File: config.mk
export PLATFORM = sky130hd
export DESIGN_NAME = salted_xor_packet_deframer_top
export DESIGN_NICKNAME = d
export VERILOG_FILES = /design/src/rtl/sxd_pkg.sv /design/src/rtl/sxd_core.sv /design/src/rtl/salted_xor_packet_deframer_top.sv
export SDC_FILE = /design/constraint.sdc
export NUM_CORES = 1
export LEC_CHECK = 0
export BUFFER_PORTS_ARGS = -buffer_cell sky130_fd_sc_hd__buf_2
export CAP_MARGIN = 20
export CORE_AREA = 2 2 227 229
export DETAILED_ROUTE_END_ITERATION = 12
export DIE_AREA = 0 0 229 231
export GPL_ROUTABILITY_DRIVEN = 0
export PLACE_DENSITY = 0.67
export SLEW_MARGIN = 10
export SYNTH_ARGS = -nofsm -noshare
export SYNTH_HDL_FRONTEND = slang
export SYNTH_SLANG_ARGS = --single-unit
File: constraint.sdc
create_clock -name clk -period 18.65 [get_ports clk]
set_input_delay 0.9325 -clock clk [delete_from_list [all_inputs] [get_ports clk]]
set_output_delay 0.9325 -clock clk [all_outputs]
set_load 0.1 [all_outputs]
File: src/rtl/sxd_pkg.sv
// Shared types, constants and helper functions for the salted XOR packet deframer.
`timescale 1ns / 1ps
package sxd_pkg;

  localparam logic [7:0]  HEADER_BYTES  = 8'd32;
  localparam logic [15:0] MIN_LENGTH    = 16'(HEADER_BYTES) + 16'd1;
  localparam logic [7:0]  HEAD_MAGIC    = 8'h81;
  localparam logic [7:0]  TAIL_MAGIC    = 8'h7e;
  localparam logic [16:0] BODY_SUM_FROM = 17'd28;

  localparam logic OUT_BODY   = 1'b0;
  localparam logic OUT_STATUS = 1'b1;

  localparam logic [3:0] ST_OK      = 4'd0;
  localparam logic [3:0] ST_SHORT   = 4'd1;
  localparam logic [3:0] ST_HEAD    = 4'd2;
  localparam logic [3:0] ST_TAIL    = 4'd3;
  localparam logic [3:0] ST_HDR_SUM = 4'd4;
  localparam logic [3:0] ST_OFFSET  = 4'd5;
  localparam logic [3:0] ST_OVERRUN = 4'd6;
  localparam logic [3:0] ST_BODY_SUM = 4'd7;
  localparam logic [3:0] ST_TRUNC   = 4'd8;

  typedef struct packed {
    logic [7:0] byte_value;
    logic       frame_start;
  } in_t;

  typedef struct packed {
    logic        out_kind;
    logic [7:0]  body_byte;
    logic [3:0]  status;
    logic [7:0]  packet_type;
    logic [7:0]  packet_flag;
    logic [7:0]  source_id;
    logic [7:0]  dest_id;
    logic [31:0] sequence_no;
    logic [7:0]  retry_count;
    logic [31:0] user_ident;
    logic [31:0] session_key;
    logic [31:0] protocol_word;
  } out_t;

  function automatic logic [7:0] salt(input logic [2:0] idx);
    logic [7:0] s;
    case (idx)
      3'd0: s = 8'h74;
      3'd1: s = 8'he8;
      3'd2: s = 8'ha6;
      3'd3: s = 8'h97;
      3'd4: s = 8'h2e;
      3'd5: s = 8'h3c;
      3'd6: s = 8'h59;
      default: s = 8'h00;
    endcase
    return s;
  endfunction

  // 8 = 1 mod 7, so octal digit sums keep the residue
  function automatic logic [2:0] mod7(input logic [16:0] x);
    logic [5:0] s1;
    logic [3:0] s2;
    logic [3:0] s3;
    s1 = 6'(x[2:0]) + 6'(x[5:3]) + 6'(x[8:6]) + 6'(x[11:9]) + 6'(x[14:12])
       + 6'(x[16:15]);
    s2 = 4'(s1[2:0]) + 4'(s1[5:3]);
    s3 = 4'(s2[2:0]) + 4'(s2[3]);
    return (s3 == 4'd7) ? 3'd0 : s3[2:0];
  endfunction

  function automatic logic [2:0] add3mod7(input logic [2:0] x);
    return (x >= 3'd4) ? (x - 3'd4) : (x + 3'd3);
  endfunction

endpackage

File: src/rtl/sxd_core.sv
// Parser state and per-byte decode for the deframer.
`timescale 1ns / 1ps
module sxd_core (
  input  logic         clk,
  input  logic         rst,
  input  logic         fire,
  input  sxd_pkg::in_t item,
  output logic         res_valid,
  output sxd_pkg::out_t res
);
  import sxd_pkg::*;

  logic        active, active_next;
  logic [15:0] pos, pos_next;
  logic [2:0]  pm7, pm7_next;
  logic [15:0] plen, plen_next;
  logic [7:0]  hxor, hxor_next;
  logic [7:0]  bxor, bxor_next;
  logic [7:0]  exp_hsum, exp_hsum_next;
  logic [7:0]  exp_bsum, exp_bsum_next;
  logic [15:0] blen, blen_next;
  logic [7:0]  bstart, bstart_next;
  logic [16:0] bend, bend_next;
  logic [2:0]  bsalt, bsalt_next;
  logic [3:0]  perr, perr_next;
  out_t        hdr, hdr_next;

  logic [7:0]  b;
  logic        last;
  logic        in_body;
  logic [7:0]  eff_start;
  logic [16:0] eff_end;
  logic [3:0]  code;

  assign b         = item.byte_value;
  assign last      = ({1'b0, pos} + 17'd1) == {1'b0, plen};
  assign in_body   = (17'(pos) >= BODY_SUM_FROM) && (perr == ST_OK)
                     && ({1'b0, pos} < bend);
  assign eff_start = (b == 8'd0) ? HEADER_BYTES : b;
  assign eff_end   = 17'(eff_start) + 17'(blen);

  always_comb begin
    if (b != TAIL_MAGIC) begin
      code = ST_TAIL;
    end else if ((hxor ^ salt(add3mod7(pm7))) != exp_hsum) begin
      code = ST_HDR_SUM;
    end else if (perr != ST_OK) begin
      code = perr;
    end else if ((bxor ^ salt(bsalt)) != exp_bsum) begin
      code = ST_BODY_SUM;
    end else begin
      code = ST_OK;
    end
  end

  always_comb begin
    active_next   = active;
    pos_next      = pos;
    pm7_next      = pm7;
    plen_next     = plen;
    hxor_next     = hxor;
    bxor_next     = bxor;
    exp_hsum_next = exp_hsum;
    exp_bsum_next = exp_bsum;
    blen_next     = blen;
    bstart_next   = bstart;
    bend_next     = bend;
    bsalt_next    = bsalt;
    perr_next     = perr;
    hdr_next      = hdr;
    res_valid     = 1'b0;
    res           = '0;

    if (fire) begin
      if (item.frame_start) begin
        if (active) begin
          res_valid       = 1'b1;
          res             = hdr;
          res.out_kind    = OUT_STATUS;
          res.status      = ST_TRUNC;
        end
        active_next   = 1'b1;
        pos_next      = 16'd1;
        pm7_next      = 3'd1;
        plen_next     = {b, 8'h00};
        hxor_next     = '0;
        bxor_next     = '0;
        exp_hsum_next = '0;
        exp_bsum_next = '0;
        blen_next     = '0;
        bstart_next   = '0;
        bend_next     = '0;
        bsalt_next    = '0;
        perr_next     = ST_OK;
        hdr_next      = '0;
      end else if (active) begin
        pos_next = pos + 16'd1;
        pm7_next = (pm7 == 3'd6) ? 3'd0 : pm7 + 3'd1;
        if (pos == 16'd0) begin
          plen_next = {b, 8'h00};
        end else if (pos == 16'd1) begin
          plen_next = {plen[15:8], b};
          if ({plen[15:8], b} < MIN_LENGTH) begin
            res_valid   = 1'b1;
            res         = hdr;
            res.out_kind = OUT_STATUS;
            res.status  = ST_SHORT;
            active_next = 1'b0;
          end
        end else if (pos == 16'd2) begin
          if (b != HEAD_MAGIC) begin
            res_valid   = 1'b1;
            res         = hdr;
            res.out_kind = OUT_STATUS;
            res.status  = ST_HEAD;
            active_next = 1'b0;
          end
        end else if (pos == 16'd3) begin
          exp_hsum_next = b;
        end else if (last) begin
          res_valid    = 1'b1;
          res          = hdr;
          res.out_kind = OUT_STATUS;
          res.status   = code;
          active_next  = 1'b0;
        end else begin
          hxor_next = hxor ^ b;
          if (pos[15:5] == 11'd0) begin
            case (pos[4:0])
              5'd4:  hdr_next.packet_type          = b;
              5'd5:  hdr_next.packet_flag          = b;
              5'd6:  hdr_next.source_id            = b;
              5'd7:  hdr_next.dest_id              = b;
              5'd8:  hdr_next.sequence_no[31:24]   = b;
              5'd9:  hdr_next.sequence_no[23:16]   = b;
              5'd10: hdr_next.sequence_no[15:8]    = b;
              5'd11: hdr_next.sequence_no[7:0]     = b;
              5'd12: hdr_next.retry_count          = b;
              5'd16: hdr_next.user_ident[31:24]    = b;
              5'd17: hdr_next.user_ident[23:16]    = b;
              5'd18: hdr_next.user_ident[15:8]     = b;
              5'd19: hdr_next.user_ident[7:0]      = b;
              5'd20: hdr_next.session_key[31:24]   = b;
              5'd21: hdr_next.session_key[23:16]   = b;
              5'd22: hdr_next.session_key[15:8]    = b;
              5'd23: hdr_next.session_key[7:0]     = b;
              5'd24: blen_next                     = {b, 8'h00};
              5'd25: blen_next                     = {blen[15:8], b};
              5'd26: begin
                if (b != 8'd0 && b < HEADER_BYTES) begin
                  bstart_next = b;
                  bend_next   = 17'(b) + 17'(blen);
                  perr_next   = ST_OFFSET;
                end else begin
                  bstart_next = eff_start;
                  bend_next   = eff_end;
                  if (eff_end >= {1'b0, plen}) begin
                    perr_next = ST_OVERRUN;
                  end
                end
              end
              5'd27: begin
                exp_bsum_next = b;
                bsalt_next    = mod7(bend - BODY_SUM_FROM);
              end
              5'd28: hdr_next.protocol_word[31:24] = b;
              5'd29: hdr_next.protocol_word[23:16] = b;
              5'd30: hdr_next.protocol_word[15:8]  = b;
              5'd31: hdr_next.protocol_word[7:0]   = b;
              default: ;
            endcase
          end
          if (in_body) begin
            bxor_next = bxor ^ b;
            if (pos >= 16'(bstart)) begin
              res_valid     = 1'b1;
              res.out_kind  = OUT_BODY;
              res.body_byte = b;
            end
          end
        end
      end
    end
  end

  always_ff @(posedge clk) begin
    if (rst) begin
      active   <= 1'b0;
      pos      <= '0;
      pm7      <= '0;
      plen     <= '0;
      hxor     <= '0;
      bxor     <= '0;
      exp_hsum <= '0;
      exp_bsum <= '0;
      blen     <= '0;
      bstart   <= '0;
      bend     <= '0;
      bsalt    <= '0;
      perr     <= ST_OK;
      hdr      <= '0;
    end else begin
      active   <= active_next;
      pos      <= pos_next;
      pm7      <= pm7_next;
      plen     <= plen_next;
      hxor     <= hxor_next;
      bxor     <= bxor_next;
      exp_hsum <= exp_hsum_next;
      exp_bsum <= exp_bsum_next;
      blen     <= blen_next;
      bstart   <= bstart_next;
      bend     <= bend_next;
      bsalt    <= bsalt_next;
      perr     <= perr_next;
      hdr      <= hdr_next;
    end
  end

  a_start_opens: assert property (@(posedge clk) disable iff (rst)
    fire && item.frame_start |=> active && pos == 16'd1)
    else $error("start byte did not open a packet");

  a_body_keeps_open: assert property (@(posedge clk) disable iff (rst)
    res_valid && res.out_kind == OUT_BODY |=> active)
    else $error("packet closed after a body byte");

  a_status_closes: assert property (@(posedge clk) disable iff (rst)
    res_valid && res.out_kind == OUT_STATUS && !item.frame_start |=> !active)
    else $error("packet still open after final status");

endmodule

File: src/rtl/salted_xor_packet_deframer_top.sv
// Top level of the salted XOR packet deframer: handshakes and result register.
//
// Input channel stream/stream_valid/stream_stall carries one packet byte per
// transfer; frame_start marks the first byte of a packet. Output channel
// result/result_valid/result_stall carries body bytes (out_kind 0) and one
// final status per packet (out_kind 1) with the decoded header fields.
// A result appears in the result register in the cycle after the input
// transfer that causes it.
// Throughput: one byte per cycle while stream_stall is low; the parser
// decodes each byte combinationally; the result register frees when drained.
// Bytes that cause no result still advance the parser.
// While result_valid is high and result_stall is high, stream_stall is
// raised and the held result stays unchanged.
// Reset (rst, synchronous) closes any open packet and empties the result
// register; bytes before the next frame_start are dropped.
`timescale 1ns / 1ps
module salted_xor_packet_deframer_top (
  input  logic          clk,
  input  logic          rst,
  input  sxd_pkg::in_t  stream,
  input  logic          stream_valid,
  output logic          stream_stall,
  output sxd_pkg::out_t result,
  output logic          result_valid,
  input  logic          result_stall
);
  import sxd_pkg::*;

  logic fire;
  logic res_valid;
  out_t res;

  assign stream_stall = result_valid && result_stall;
  assign fire         = stream_valid && !stream_stall;

  sxd_core u_core (
    .clk       (clk),
    .rst       (rst),
    .fire      (fire),
    .item      (stream),
    .res_valid (res_valid),
    .res       (res)
  );

  always_ff @(posedge clk) begin
    if (rst) begin
      result_valid <= 1'b0;
    end else if (fire) begin
      result_valid <= res_valid;
    end else if (!result_stall) begin
      result_valid <= 1'b0;
    end
  end

  always_ff @(posedge clk) begin
    if (fire && res_valid) begin
      result <= res;
    end
  end

  a_body_clean: assert property (@(posedge clk) disable iff (rst)
    result_valid && result.out_kind == OUT_BODY |->
      result.status == ST_OK && result.sequence_no == 32'd0
      && result.protocol_word == 32'd0)
    else $error("body transfer carries header fields");

  a_status_clean: assert property (@(posedge clk) disable iff (rst)
    result_valid && result.out_kind == OUT_STATUS |-> result.body_byte == 8'd0)
    else $error("status transfer carries a body byte");

  a_status_range: assert property (@(posedge clk) disable iff (rst)
    result_valid |-> result.status <= ST_TRUNC)
    else $error("status code out of range");

endmodule
==> reports/results.ini, run 1 <==
[placed_design]
dp_slack_ns = 12.95
port_buffers = 195
placed_cell_area_um2 = 23910
hpwl_mm = 42.41

[worst_hold_path]
hp-class = reg2reg
holdPathStages = 2

[cts]
insertion_delay_ns = 0.60
cts-root-buf = clkbuf_16
clkTransAtPathRegs_ns = 0.07
htreeDepth = 2
holdBufCountCts = 0
cts_made_buffers = 46
cts_resized = 0
cts_tree = done
clockBufferDepth = 3
cts_sinks = 465
post_cts_buffers = 0

[setup_path]
rr_startpoint = u_core.bend[5]
crit_fanout = 6
reg2reg_slack_ns = 12.93
reg2reg_to = u_core.bsalt[2]
startpoint = u_core.bend[5]
required_ns = 19.18
worst_setup_path_start_kind = flop
critPathKind = reg2reg
arrival_ns = 6.25
end_kind = flop
rr_worst_depth = 20
crit_path_end = u_core.bsalt[2]

[synthesis]
synth_top_area_share_pct = 25.24
synth.area.top_cells = dfxtp_1 25%, edfxtp_1 24%, and2_1 5.1%, ha_1 4.2%, nor2_1 3.7%
synth_ff_type = dfxtp_1
synth_top_cell_by_area = dfxtp_1
netlist_area_um2 = 22530
synth-seq-area-share_pct = 49.36
syn_area_per_cell_um2 = 9.769
yosys_register_bits = 465
synth_top_family_by_area = simple AND/OR/NAND/NOR gates
synth-xor-area-share_pct = 4.188
synth.net_count = 2407
synth_most_common_cell = dfxtp_1
synth.distinct_cells = 82
synth-compound-area-share_pct = 12.84
synth_edf_count = 181
synth_mux_area_share_pct = 3.749
synthAdderAreaFrac_pct = 5.287
ys_warn_count = 0
syn_inst = 2306
synth_commonest_cells = 284 x dfxtp_1, 221 x nor2_1, 216 x nand2_1
yosys.area_share.simple_pct = 20.23
async_flop_share_pct = 0

[drt]
drc = 0
drt-initial-drc-count = 1736
post_drt_wl_per_cell_um = 19.87
route.vias.total = 17930
firstDrtPassIters = 5
ant_nets = 0
avgViaCountPerCell = 5.722
drt-total-wl_mm = 62.25

[sta]
rsz0062_at_grt = no
period_share_pct = 30.65
setup_viol = 0
finalHoldViolCount = 0
finClkSkew_ns = 0.01734
max_clock_freq_mhz = 174.9
period_minus_slack_ns = 5.717
fin_setup_tns_ns = 0
tightest_slew_ns = 1.090
maxSlewHeadroom_pct = 27.32
worst_slack_ns = 12.93
final-max-slew-violation-count = 0

[layout]
multi_input_area_um2 = 10490
diodes = 0
final_area_um2 = 25570
fill_cells = 4575
regArea_um2 = 11120
nNetsFinal = 2516
area_growth_pct = 13.52
layout-drive-gt1-share_pct = 15.33

[power_and_ir_drop]
ir_drop_mv = 0.05753
p_leak_nw = 9.219
p_per_area_nw_per_um2 = 97.40

[floorplanning]
start_util_pct = 44.45
num_io_pins = 196
die-width_um = 229
dieArea_um2 = 52900
fp.dieH_um = 231
core_um2 = 50680
row_count = 83

[grt]
first_global_vias = 17060
grt_use_met1_pct = 30.24
grt_usage_pct = 22.93
grt_pass1_wl_mm = 96.97
antenna_found_initial = 0
globalRouteMet3Util_pct = 3.841
top_usage_layer = met2
grt-ovfl-total = 0
grt_use_met2_pct = 37.77
grt_max_degree = 116

[run_status]
status = completed

[job]
max_cap_violations = 0

cells in the final DEF, fill, tap and decap left out, types with 46 or more instances in the layout:
cell type / instances
xor2_1: 47
nand2_1: 215
inv_1: 68
nand3_1: 73
clkbuf_16: 50
edfxtp_1: 181
a21oi_1: 123
a31oi_1: 46
dfxtp_1: 284
a32oi_1: 50
ha_1: 76
o21ai_0: 59
and2_1: 184
xnor2_1: 58
buf_2: 194
nor2_1: 220
mux2i_1: 51
power by group:
group | internal (mW) | switching, mW
combinational | 0.128 | 0.266
sequential | 1.08 | 0.0319
clock | 0.589 | 0.398
worst min path at each step:
stage | startpoint | end | slack, ns
floorplan | u_core.hdr[24] | u_core.hdr[24] | 0.43
global placement | u_core.hdr[29] | u_core.hdr[29] | 0.44
detailed placement | u_core.hdr[30] | u_core.hdr[30] | 0.45
CTS | u_core.hdr[30] | u_core.hdr[30] | 0.46
global route | u_core.hdr[14] | u_core.hdr[14] | 0.47
finish | u_core.hdr[30] | u_core.hdr[30] | 0.46
per-layer routing:
metal	vias up	wire [um]
li1	8378	-
met1	8686	26000
met2	718	29450
met3	146	4574
met4	0	2225
met5	-	0
per-stage QoR:
step / power [mW] / hold WS (ns) / instances / util [%]
3_3_place_gp: 1.503 / 0.4394 / 3044 / 47.17
6_report: 2.491 / 0.4566 / 3133 / 50.46
5_1_grt: 2.582 / 0.4748 / 3133 / 50.46
3_5_place_dp: 1.519 / 0.4465 / 3044 / 47.17
4_1_cts: 2.501 / 0.4571 / 3130 / 50.35
2_1_floorplan: 1.427 / 0.4301 / 2306 / -
cell type report:
class                      count  share of cell area [%]
clock inverter                25                   1.199
inverter                      70                   1.027
tap                          680                   3.327
sequential                   465                   43.48
clock buffer                  61                   5.093
timing repair buffer         225                   4.863
multi-input combinational   1607                   41.01
state kept, by name (all words and copies together), names as in the netlist:
signal	flops
result	181
u_core.hdr	168
u_core.bend	17
u_core.blen	16
u_core.plen	16
u_core.pos	16
u_core.bstart	8
u_core.bxor	8
u_core.exp_bsum	8
u_core.exp_hsum	8
u_core.hxor	8
u_core.bsalt	3
u_core.perr	3
u_core.pm7	3
result_valid	1
u_core.active	1
cell families after synthesis:
family                     after synthesis
AOI/OAI and AO/OA                      434
xor gates and xnor gates               106
adders and majority gates               88
muxes                                   76
buffers and inverters                  234
DFF                                    465
and+or+nand+nor                        903
critical path: stages, from the launching register on:
cell and delay (ns):
dfxtp_1 0.38, a311oi_1 0.49, nand3_1 0.17, xnor2_1 0.19
fa_1 0.56, inv_1 0.06, fa_1 0.46, fa_1 0.46
fa_1 0.48, inv_1 0.07, a21o_1 0.10, a21oi_1 0.07
xnor2_1 0.26, ha_1 0.29, a21o_1 0.16, a21o_1 0.17
ha_1 0.19, ha_1 0.24, mux2_2 0.27, a311oi_1 0.40
a22o_1 0.18
(Power assumes the default switching activity.)
==> inputs of run 2 (changes only) <==
Settings changed: ABC_AREA set to 1, CORE_AREA 2 2 227 229 to 2 2 230 232, DIE_AREA 0 0 229 231 to 0 0 232 234, PLACE_DENSITY 0.67 to 0.69.
Clock period 18.65 ns to 4.8 ns, I/O delays scaled along.
==> run 2 against run 1 <==
Against the previous run: the flow now finishes with violations (setup timing); clock skew increased by 0.010 ns; final area increased by 4.1%; clock power increased to 3.9 times the previous value; worst setup slack got worse by 13 ns; count of clock-buffer cells in the layout increased by 5; largest cell class unchanged; highest routed layer is now met5.
==> reports/results.ini, run 2 <==
[drt]
drt-total-wl_mm = 63.31  ; +1.7%
drt-initial-drc-count = 2117  ; +22%
ant_nets = 0  ; unchanged
firstDrtPassIters = 6  ; +1
drc = 0  ; unchanged
route.vias.total = 19780  ; +10%
post_drt_wl_per_cell_um = 16.28  ; -18%
avgViaCountPerCell = 5.088  ; -11%

[job]
max_cap_violations = 0  ; unchanged

[cts]
insertion_delay_ns = 0.60  ; about the same
clockBufferDepth = 3  ; unchanged
cts_sinks = 465  ; unchanged
cts-root-buf = clkbuf_16
clkTransAtPathRegs_ns = 0.06  ; about the same
cts_made_buffers = 48  ; +4.3%
htreeDepth = 2  ; unchanged
cts_tree = done

[sta]
rsz0062_at_grt = yes
worst_slack_ns = -0.2259  ; -13.16 ns
period_minus_slack_ns = 5.026  ; -0.6912 ns
setup_viol = 3  ; +3
final-max-slew-violation-count = 0  ; unchanged
period_share_pct = 104.7  ; +74 points
tightest_slew_ns = 1.068  ; -0.02250 ns
finalHoldViolCount = 0  ; unchanged
max_clock_freq_mhz = 199.0  ; +14%
finClkSkew_ns = 0.02766  ; +0.01032 ns
maxSlewHeadroom_pct = 28.56  ; +1.2 points

[layout]
layout-drive-gt1-share_pct = 12.66  ; -2.7 points
largest_register_ffs = 181  ; unchanged
final_area_um2 = 26630  ; +4.1%
layout_commonest_cell = nand2_1
fill_cells = 4932  ; +7.8%
utilization_pct = 51.18  ; +0.72 points
final_cell_mix = 643 x nand2_1, 520 x nor2_1, 345 x inv_1
nNetsFinal = 3262  ; +30%
area_growth_pct = 15.11
diodes = 0  ; unchanged
largestRegisters = result: 181 flops, u_core.hdr: 168 flops, u_core.bend: 17 flops
largest_register = result

[synthesis]
synth.net_count = 3090  ; +28%
yosys_register_bits = 465  ; unchanged
syn_inst = 2989  ; +30%
synth_most_common_cell = nand2_1
synth.area.top_cells = dfxtp_1 25%, edfxtp_1 23%, nand2_1 10%, nor2_1 8.6%, a21oi_1 6.7%
synth-seq-area-share_pct = 48.07  ; -1.3 points
async_flop_share_pct = 0  ; unchanged
synth.distinct_cells = 49  ; -40%
netlist_area_um2 = 23130  ; +2.7%
synth_top_area_share_pct = 24.58  ; -0.66 points
synth_top_cell_by_area = dfxtp_1
synth_edf_count = 181  ; unchanged
ys_warn_count = 0  ; unchanged
synth_ff_type = dfxtp_1
syn_area_per_cell_um2 = 7.740  ; -21%
synth_commonest_cells = 647 x nand2_1, 529 x nor2_1, 347 x inv_1

[run_status]
violations = setup timing
status = complete, but fails checks

[floorplanning]
row_count = 84  ; +1.2%
dieArea_um2 = 54290  ; +2.6%
die-width_um = 232  ; +1.3%
fp.dieH_um = 234  ; +1.3%
start_util_pct = 44.47  ; about the same
num_io_pins = 196  ; unchanged
core_um2 = 52020  ; +2.7%

[power_and_ir_drop]
clkPwrFrac_pct = 36.7  ; -2.9 points
ir_drop_mv = 0.3717  ; +550%
power_frac_seq_pct = 41.4  ; -3.1 points
p_sw_mw = 3.020  ; +330%
internal_power_mw = 7.398  ; +310%
p_total_mw = 10.42  ; +320%
p_leak_nw = 12.02  ; +30%
p_sw_share_pct = 28.99  ; +1.0 points
p_per_area_nw_per_um2 = 391.3  ; +300%
p_comb_share_pct = 21.9  ; +6.1 points

[setup_path]
reg2reg_slack_ns = -0.23  ; -13.16 ns
critPathKind = reg2reg
crit_fanout = 2  ; -4
rr_startpoint = u_core.bend[2]
reg2reg_to = u_core.bsalt[0]
rr_worst_depth = 29  ; +45%
required_ns = 5.26  ; -13.92 ns
cpMostUsedCell = buf_4
arrival_ns = 5.49  ; -0.76 ns
crit_slowest_cell = fa_2
startpoint = u_core.bend[2]
slowest_delay_ns = 0.58  ; +0.02 ns
crit_path_end = u_core.bsalt[0]
worst_setup_path_start_kind = flop
end_kind = flop

[worst_hold_path]
hp-class = in2reg

[grt]
antenna_found_initial = 1  ; +1
grt_usage_pct = 22.82  ; -0.11 points
grt-ovfl-total = 0  ; unchanged
grt_max_degree = 110  ; -5.2%
first_global_vias = 17780  ; +4.2%
grt_pass1_wl_mm = 98.15  ; +1.2%

[placed_design]
hpwl_mm = 42.55  ; +0.33%
port_buffers = 195  ; unchanged
placed_cell_area_um2 = 24850  ; +4.0%

==> run 2: cell count changes in the layout (fill, tap and decap cells not counted), sizes merged, moves of 67 or more <==
cell	previous run	this run
nand2	216	650
a21oi	125	309
inv	69	360
nor2	236	536
and2	184	2
o21ai	68	135
==> run 2: timing repair <==
action                     4_1_cts  5_1_grt
resized for setup               11        9
setup buffers                    6        3
pin swaps                       19       16
setup endpoints to repair        3        3
hold buffers                     0        0
==> run 2: worst max-delay path: cells and delay by family (launching register included) <==
family	cells	cell delay (ns)
adder cells (fa/ha/maj)	7	2.15
AND/OR/NAND/NOR	10	0.82
buffers and inverters	7	0.71
XOR/XNOR	3	0.52
AO/OA/AOI/OAI	2	0.36
flip-flops	1	0.33
==> run 2: cell type report <==
cell class | count | area (um2) | area share (%)
inverter | 365 | 1378 | 5.173
timing repair buffer | 262 | 1529 | 5.742
tap | 688 | 860.8 | 3.233
multi-input combinational | 2019 | 10130 | 38.06
clock inverter | 23 | 262.8 | 0.9868
sequential | 465 | 11120 | 41.77
clock buffer | 66 | 1340 | 5.032
==> run 2: how the worst min path moves through the flow <==
| stage | start | slack, ns | cells after the start | end |
|---|---|---|---|---|
| 2_1_floorplan | stream[7] | 0.42 | 2 | u_core.plen[14] |
| 3_3_place_gp | u_core.hdr[49] | 0.44 | 2 | u_core.hdr[49] |
| 3_5_place_dp | u_core.hdr[51] | 0.45 | 2 | u_core.hdr[51] |
| 4_1_cts | stream[7] | 0.07 | 3 | u_core.plen[14] |
| 5_1_grt | result_stall | 0.11 | 5 | result_valid |
| 6_report | stream[7] | 0.12 | 3 | u_core.plen[14] |
==> run 2: cell families after synthesis <==
logic type / share of synthesized area [%]
flip-flops: 48.07
XOR/XNOR: 2.726
AO/OA/AOI/OAI: 11.59
adder cells (fa/ha/maj): 5.149
AND/OR/NAND/NOR: 23.52
buffers and inverters: 8.951
==> run 2: layer usage <==
| layer | routed length (um) | track usage, % |
|---|---|---|
| met5 | 13 | 0 |
| met4 | 1476 | 6.330 |
| met3 | 4543 | 4.146 |
| met2 | 28940 | 36.40 |
| met1 | 28340 | 31.81 |
==> run 2: metrics by stage <==
stage                     setup WS (ns)  setup TNS, ns  instances  hold slack (ns)
after floorplan                 -0.1410        -0.3194       2989           0.4232
after global placement          -0.2071        -0.5115       3790           0.4408
after detailed placement        -0.2981        -0.8089       3790           0.4482
after CTS                       -0.1558        -0.4055       3885          0.07393
after global routing            -0.5409         -1.529       3888           0.1113
final                           -0.2259        -0.6006       3888           0.1154
==> run 2: power groups by stage <==
stage               clock, mW  sequential, mW  combinational (mW)
floorplan                   0            4.53                1.42
global placement            0            4.39                2.05
detailed placement          0            4.39                2.08
CTS                      3.87            4.31                2.15
global route             4.02            4.32                2.57
finish                   3.83            4.31                2.28
